`src/hw/rtl/ocdq_pkg.sv`:
```
// Shared types and constants for the OFDM cell demapper with QPSK slicer.
package ocdq_pkg;

  localparam int unsigned BinW       = 16;
  localparam int unsigned CarrierW   = 8;
  localparam int unsigned SymbolW    = 6;
  localparam int unsigned FrameW     = 2;
  localparam int unsigned InDataW    = 32;
  localparam int unsigned OutDataW   = 24;
  localparam int unsigned OutUserW   = 2;

  localparam logic [CarrierW-1:0] CarrierLast = 8'd255;
  localparam logic [CarrierW-1:0] NullStart   = 8'd213;
  localparam logic [SymbolW-1:0]  SymbolLast  = 6'd39;
  localparam logic [SymbolW-1:0]  SdcLast     = 6'd4;

  // Cell class; CH_NONE marks a null or pilot bin that yields no result.
  typedef enum logic [1:0] {
    CH_MSC  = 2'd0,
    CH_FAC  = 2'd1,
    CH_SDC  = 2'd2,
    CH_NONE = 2'd3
  } chan_e;

  typedef struct packed {
    logic [FrameW-1:0]   frame;
    logic [SymbolW-1:0]  symbol;
    logic [CarrierW-1:0] carrier;
  } cnt_t;

endpackage

```
`src/hw/rtl/ocdq_counter.sv`:
```
// Carrier, symbol and frame position counters.
module ocdq_counter (
  input  logic          clk_i,
  input  logic          rst_ni,
  input  logic          advance_i,
  output ocdq_pkg::cnt_t cnt_o
);

  ocdq_pkg::cnt_t cnt_q, cnt_d;

  always_comb begin
    cnt_d = cnt_q;
    if (advance_i) begin
      if (cnt_q.carrier == ocdq_pkg::CarrierLast) begin
        cnt_d.carrier = '0;
        if (cnt_q.symbol == ocdq_pkg::SymbolLast) begin
          cnt_d.symbol = '0;
          cnt_d.frame  = cnt_q.frame + 1'b1;
        end else begin
          cnt_d.symbol = cnt_q.symbol + 1'b1;
        end
      end else begin
        cnt_d.carrier = cnt_q.carrier + 1'b1;
      end
    end
  end

  always_ff @(posedge clk_i or negedge rst_ni) begin
    if (!rst_ni) begin
      cnt_q <= '0;
    end else begin
      cnt_q <= cnt_d;
    end
  end

  assign cnt_o = cnt_q;

endmodule

```
`src/hw/rtl/ocdq_classify.sv`:
```
// Cell classification of one bin position: null, pilot, FAC, SDC or MSC.
module ocdq_classify (
  input  ocdq_pkg::cnt_t cnt_i,
  output ocdq_pkg::chan_e chan_o
);

  logic [7:0] c;
  logic [5:0] s;
  logic [1:0] f;
  logic [3:0] c_lo;
  logic       is_null;
  logic       is_afs;
  logic       is_time;
  logic       is_gain;
  logic       is_fac;
  logic [3:0] gain_off;

  assign c    = cnt_i.carrier;
  assign s    = cnt_i.symbol;
  assign f    = cnt_i.frame;
  assign c_lo = c[3:0];

  assign is_null = (c >= ocdq_pkg::NullStart);
  assign is_afs  = (((f == 2'd0) && (s == 6'd4)) || ((f == 2'd3) && (s == 6'd39)))
                   && (c[1:0] == 2'd0);

  always_comb begin
    is_time = 1'b0;
    if ((c >= 8'd53  && c <= 8'd55)  || (c >= 8'd118 && c <= 8'd120) ||
        (c >= 8'd127 && c <= 8'd129) || (c >= 8'd146 && c <= 8'd148) ||
        (c == 8'd26)  || (c == 8'd27)  || (c == 8'd29)  || (c == 8'd74) ||
        (c == 8'd75)  || (c == 8'd173) || (c == 8'd174) || (c == 8'd185) ||
        (c == 8'd186)) begin
      is_time = (s == 6'd0);
    end
  end

  // Gain pilots sit on a comb of spacing 16 whose offset steps by 4 per symbol.
  always_comb begin
    case (s[1:0])
      2'd0:    gain_off = 4'd12;
      2'd1:    gain_off = 4'd0;
      2'd2:    gain_off = 4'd4;
      default: gain_off = 4'd8;
    endcase
  end
  assign is_gain = (c_lo == gain_off);

  always_comb begin
    is_fac = 1'b0;
    if (s >= 6'd5 && s <= 6'd26) begin
      case (s[1:0])
        2'd1: is_fac = (c_lo == 4'd12) && (c >= 8'd28) && (c <= 8'd188);
        2'd2: begin
          if (s == 6'd26) begin
            is_fac = (c == 8'd16) || (c == 8'd32) || (c == 8'd48);
          end else begin
            is_fac = ((c_lo == 4'd0) && (c >= 8'd16) && (c <= 8'd176)) || (c == 8'd196);
          end
        end
        2'd3:    is_fac = (c_lo == 4'd4) && (c >= 8'd20) && (c <= 8'd196);
        default: is_fac = (c_lo == 4'd8) && (c >= 8'd24) && (c <= 8'd184);
      endcase
    end
  end

  always_comb begin
    if (is_null || is_afs || is_time || is_gain) begin
      chan_o = ocdq_pkg::CH_NONE;
    end else if (is_fac) begin
      chan_o = ocdq_pkg::CH_FAC;
    end else if ((f == 2'd0) && (s <= ocdq_pkg::SdcLast)) begin
      chan_o = ocdq_pkg::CH_SDC;
    end else begin
      chan_o = ocdq_pkg::CH_MSC;
    end
  end

endmodule

```
`src/hw/rtl/ofdm_cell_demapper_qpsk_slicer.sv`:
```
// Top level of the OFDM cell demapper with QPSK hard slicer.
// A data cell passes the input register and then the result register to the master side.
// Throughput: one bin per cycle via this register pair unless the master stalls.
// Null and pilot bins are consumed and yield no output transfer.
// Reset clears the carrier, symbol and frame counters and both valid flags.
module ofdm_cell_demapper_qpsk_slicer (
  input  logic                             clk_i,
  input  logic                             rst_ni,
  input  logic                             s_axis_tvalid_i,
  output logic                             s_axis_tready_o,
  // [15:0] bin_re, [31:16] bin_im
  input  logic [ocdq_pkg::InDataW-1:0]     s_axis_tdata_i,
  output logic                             m_axis_tvalid_o,
  input  logic                             m_axis_tready_i,
  // [0] real_negative, [1] imag_negative, [9:2] carrier_index,
  // [15:10] symbol_index, [17:16] frame_index, [23:18] zero
  output logic [ocdq_pkg::OutDataW-1:0]    m_axis_tdata_o,
  // [1:0] channel
  output logic [ocdq_pkg::OutUserW-1:0]    m_axis_tuser_o
);

  logic            in_xfer;
  logic            out_ready;
  logic            s1_move;
  ocdq_pkg::cnt_t  cnt;
  ocdq_pkg::chan_e s1_chan;

  logic            s1_valid_q, s1_valid_d;
  logic            s1_re_neg_q, s1_im_neg_q;
  ocdq_pkg::cnt_t  s1_cnt_q;

  logic            m_valid_q, m_valid_d;
  ocdq_pkg::chan_e m_chan_q;
  logic            m_re_neg_q, m_im_neg_q;
  ocdq_pkg::cnt_t  m_cnt_q;

  assign out_ready       = !m_valid_q || m_axis_tready_i;
  assign s_axis_tready_o = !s1_valid_q || out_ready;
  assign in_xfer         = s_axis_tvalid_i && s_axis_tready_o;
  assign s1_move         = s1_valid_q && out_ready;

  ocdq_counter u_counter (
    .clk_i     (clk_i),
    .rst_ni    (rst_ni),
    .advance_i (in_xfer),
    .cnt_o     (cnt)
  );

  ocdq_classify u_classify (
    .cnt_i  (s1_cnt_q),
    .chan_o (s1_chan)
  );

  always_comb begin
    s1_valid_d = s1_valid_q;
    if (in_xfer) begin
      s1_valid_d = 1'b1;
    end else if (out_ready) begin
      s1_valid_d = 1'b0;
    end
    m_valid_d = m_valid_q;
    if (out_ready) begin
      m_valid_d = s1_move && (s1_chan != ocdq_pkg::CH_NONE);
    end
  end

  always_ff @(posedge clk_i or negedge rst_ni) begin
    if (!rst_ni) begin
      s1_valid_q <= 1'b0;
      m_valid_q  <= 1'b0;
    end else begin
      s1_valid_q <= s1_valid_d;
      m_valid_q  <= m_valid_d;
    end
  end

  // Slicing keeps only the sign bits; zero counts as positive.
  always_ff @(posedge clk_i) begin
    if (in_xfer) begin
      s1_re_neg_q <= s_axis_tdata_i[ocdq_pkg::BinW-1];
      s1_im_neg_q <= s_axis_tdata_i[2*ocdq_pkg::BinW-1];
      s1_cnt_q    <= cnt;
    end
    if (s1_move) begin
      m_chan_q   <= s1_chan;
      m_re_neg_q <= s1_re_neg_q;
      m_im_neg_q <= s1_im_neg_q;
      m_cnt_q    <= s1_cnt_q;
    end
  end

  assign m_axis_tvalid_o = m_valid_q;
  assign m_axis_tuser_o  = m_chan_q;
  assign m_axis_tdata_o  = {6'd0, m_cnt_q.frame, m_cnt_q.symbol, m_cnt_q.carrier,
                            m_im_neg_q, m_re_neg_q};

  a_no_drop_class : assert property (@(posedge clk_i) disable iff (!rst_ni)
    m_valid_q |-> (m_chan_q != ocdq_pkg::CH_NONE))
    else $error("result carries the no-result class");

  a_no_null_carrier : assert property (@(posedge clk_i) disable iff (!rst_ni)
    m_valid_q |-> (m_cnt_q.carrier < ocdq_pkg::NullStart))
    else $error("result on a null carrier");

  a_sdc_region : assert property (@(posedge clk_i) disable iff (!rst_ni)
    (m_valid_q && (m_chan_q == ocdq_pkg::CH_SDC)) |->
      ((m_cnt_q.frame == 2'd0) && (m_cnt_q.symbol <= ocdq_pkg::SdcLast)))
    else $error("SDC cell outside the first symbols of frame zero");

  a_counter_steps : assert property (@(posedge clk_i) disable iff (!rst_ni)
    (in_xfer && (cnt.carrier != ocdq_pkg::CarrierLast)) |=>
      (cnt.carrier == $past(cnt.carrier) + 8'd1))
    else $error("carrier counter did not advance on input transfer");

endmodule

```
`config.mk`:
```
export PLATFORM = sky130hd
export DESIGN_NAME = ofdm_cell_demapper_qpsk_slicer
export DESIGN_NICKNAME = d
export VERILOG_FILES = /design/src/hw/rtl/ocdq_pkg.sv /design/src/hw/rtl/ocdq_counter.sv /design/src/hw/rtl/ocdq_classify.sv /design/src/hw/rtl/ofdm_cell_demapper_qpsk_slicer.sv
export SDC_FILE = /design/constraint.sdc
export NUM_CORES = 1
export LEC_CHECK = 0
export BUFFER_PORTS_ARGS = -buffer_cell sky130_fd_sc_hd__buf_4
export CORE_MARGIN = 1.5
export CORE_UTILIZATION = 48
export DETAILED_ROUTE_END_ITERATION = 16
export PLACE_DENSITY = 0.76
export SYNTH_ARGS = -nofsm -noshare
export SYNTH_HDL_FRONTEND = slang
export SYNTH_HIERARCHICAL = 1
export SYNTH_SLANG_ARGS = --single-unit
```
`constraint.sdc`:
```
create_clock -name clk_i -period 2.2 [get_ports clk_i]
set_input_delay 0.11 -clock clk_i [delete_from_list [all_inputs] [get_ports clk_i]]
set_output_delay 0.11 -clock clk_i [all_outputs]
set_load 0.05 [all_outputs]
```
==> summary.md <==
| Metric | Value |
|---|---|
| Unrepaired setup endpoints after global routing | `true` |
| DP Wirelength | `3342 um` |
| Yosys warning total | `6` |
| P_sw | `0.0008640 W` |
| Flop-to-flop setup slack | `-10 ps` |
| Cell taking the most area after synthesis | `edfxtp_1` |
| Clock share of power | `20.2%` |
| Vias in the first global route | `1,770` |
| Post-Syn Instances | `207` |
| FFs w/ async S/R, synth | `32.14%` |
| Yosys cell types | `64` |
| Post-synth EDFFs | `38` |
| Die ar. | `6035 sq um` |
| Worst Path Max Fanout | `4` |
| Worst EP arrival | `2440 ps` |
| R2R depth | `9` |
| Met2 Track Usage GR | `27.91%` |
| Iteration-0 DRC count of the detailed router | `139` |
| Gate power share | `28.3%` |
| Setup slack at placement | `-80.66 ps` |
| Die X | `77.69 um` |
| Total global routing track utilization | `16.88%` |
| WP data required | `2430 ps` |
| Final setup fails | `1` |
| Final Wtd Congestion | `0.7810` |
| Area Growth Syn to Fin | `22.71%` |
| H-tree lvl count | `2` |
| Initial core utilization | `49.23%` |
| HP Class | `in -> reg` |
| CTS sink count | `56` |
| Area share of the largest cell type after synthesis | `42.62%` |
| CP max-delay cell | `edfxtp_1` |
| Tcrit/Tclk final | `100.5%` |
| Clock transition at path regs | `90 ps` |
| Cell Pwr Density | `833.5 nW/um^2` |
| Ant. Diodes | `0` |
| GR peak layer | `met2` |
| Clk_skew | `4.258 ps` |
| Minimum clock period | `2211 ps` |
| Critical path launch point | `s1_cnt_q[2]` |
| Filler instances | `426` |
| Internal power | `0.001874 W` |
| DRT Pass-1 Iters | `4` |
| CP bufs+invs | `1` |
| Core Region | `5439 sq um` |
| Worst r2r src | `s1_cnt_q[2]` |
| Vert. Die Dim | `77.69 um` |
| Post-synth top flop | `edfxtp_1` |
| Sequential Power Share | `51.5%` |
| Final ANT Viol Nets | `0` |
| Peak VDD IR | `0.3820 mV` |
| Seq/Total Area, Yosys | `59.44%` |
| Final WL | `4843 um` |
| Clk buf depth | `2` |
| First-pass GRT wire length | `7969 um` |
| Critical path class | `reg -> reg` |
| Initial antenna violation count | `0` |
| Mapped Avg Cell Area | `12.94 sq um` |
| Setup ws final | `-11.03 ps` |
| Row cnt | `27` |
| Grt met3 use | `3.529%` |
| Main area contributors after synthesis | `edfxtp_1 43%, dfrtp_1 17%, ha_1 3.3%, xnor2_1 2.9%, buf_4 2.5%` |
| Num CTS Buffers | `5` |
| CTS Root Cell | `clkbuf_8` |
| Failing checks | `negative setup slack` |
| Buffers on Ports | `27` |
| NumNets Final | `309` |
| CP Depth | `9` |
| Cell Chain, Critical Path | `buf_6 -> xnor2_2 -> o22ai_1 -> a311o_1 -> a211oi_2 -> o221ai_2 -> or2_1 -> nand2_1 -> a22o_1` |
| Routed len/inst | `14.29 um` |
| CP endpoint | `m_axis_tvalid_o` |
| # placed instances | `317` |
| Share of layout cells above drive strength 1 | `33.71%` |
| Slew Viols, Final | `0` |
| Ports | `64` |
| Via count | `1,802` |
| Status | `finished with violations` |
| Leakage | `1.321 nW` |
| Count leader, synth | `edfxtp_1` |
| Setup crit start kind | `flip-flop` |
| Global Route met1 Usage | `20.53%` |
| DR vias/cell | `5.316` |
| Crit end category | `flip-flop` |
| Final hold vios | `0` |
| DRC viols | `0` |
| Total congestion overflow | `0` |
| CTS tree | `built` |
| Critical R2R Capture | `m_axis_tvalid_o` |
| Max-cap violations | `0` |
| Worst-Skew Late Latency | `300 ps` |
| Peak Freq | `0.4523 GHz` |
| Final non-filler cell total | `339` |
| CP delay by family, top | `compound AO/OA/AOI/OAI gates` |
| Flops & latches, synth | `56` |
| CP peak stage delay | `460 ps` |
| Synth Cell Area | `2678 sq um` |
| Largest net degree at the start of global routing | `24` |
| Switch share | `31.55%` |
| Commonest cells post-synth | `38 x edfxtp_1, 18 x dfrtp_1, 17 x nand2_1` |
[stage by stage]
step                power, W  area (sq um)  setup TNS [ps]  hold WS [ps]  util [%]
floorplan           0.001916          2698               0        -185.6         -
global placement    0.002067          3014          -45.47        -7.618     55.42
finish              0.002738          3286          -11.03         105.5     60.41
global route        0.002870          3286          -73.69         95.95     60.41
detailed placement  0.002096          3014          -80.66        -6.538     55.42
CTS                 0.002710          3223               0         1.269     59.26
[registers in the layout, indices dropped and copies added, names as in the netlist]
signal,cells
m_axis_tdata_o,16
m_axis_tuser_o,2
m_axis_tvalid_o,1
m_im_neg_q,1
m_re_neg_q,1
s1_cnt_q,16
s1_im_neg_q,1
s1_re_neg_q,1
s1_valid_q,1
u_counter/cnt_o,16
[tightest hold or removal path: cells and delay by family]
kind,cells,cell delay (ps)
simple gates,2,170
buf+inv,1,80
[per-layer routing]
layer  up-vias  part of all wire, %
met4         0                  2.4
met5         -                    0
li1        877                    -
met1       867                   42
met3        10                  3.3
met2        48                   52
[worst min path at each step]
stage	start	endpoint	cells after the start
2_1_floorplan	rst_ni	m_axis_tvalid_o	0
3_3_place_gp	rst_ni	u_counter/cnt_o[1]	1
3_5_place_dp	rst_ni	u_counter/cnt_o[0]	1
4_1_cts	s_axis_tvalid_i	s1_valid_q	2
5_1_grt	m_axis_tready_i	s1_valid_q	3
6_report	m_axis_tready_i	s1_valid_q	3
[power by group through the flow]
stage / clock (W) / sequential, W / combinational [W]
6_report: 0.000552 / 0.00141 / 0.000775
5_1_grt: 0.000606 / 0.00143 / 0.000832
4_1_cts: 0.000572 / 0.00141 / 0.000729
3_5_place_dp: 0 / 0.00144 / 0.000655
3_3_place_gp: 0 / 0.00143 / 0.000639
2_1_floorplan: 0 / 0.00155 / 0.000364
[final cells by class]
class,instances,area (sq um),area share [%]
inverters,5,18.77,0.5712
well taps,72,90.09,2.742
clock buffers,8,90.09,2.742
flip-flops and latches,56,1593,48.48
multi-input cells,134,996.0,30.31
repair buffers,64,498.0,15.16
[kinds of logic after synthesis]
logic type / after synthesis / synth area share, %
adder cells (fa/ha/maj): 7 / 3.271
AO/OA/AOI/OAI: 37 / 9.814
XOR/XNOR: 12 / 3.926
multiplexers: 3 / 1.355
other: 1 / 0.1401
flip-flops: 56 / 59.44
buffers and inverters: 22 / 6.401
AND/OR/NAND/NOR: 69 / 15.65
[placed cells by master, fill, tap and decap left out, types with 5 or more instances in the layout]
cell type and n:
buf_4 58, edfxtp_1 38, o21ai_0 8, xnor2_1 8, inv_1 5, conb_1 6
clkbuf_8 6, ha_1 7, nand2_1 17, nand3_1 5, nand4_1 7, dfrtp_1 17
[what timing repair did]
item                                    4_1_cts  5_1_grt
hold endpoints to repair                     20        1
gates resized for setup                       7        8
gates cloned                                  0        0
pin swaps                                     1        7
endpoints found under the setup margin        2        3
hold buffers                                  3        1
buffers inserted                              7        3
Note: power is estimated with default switching activity, not from simulation.
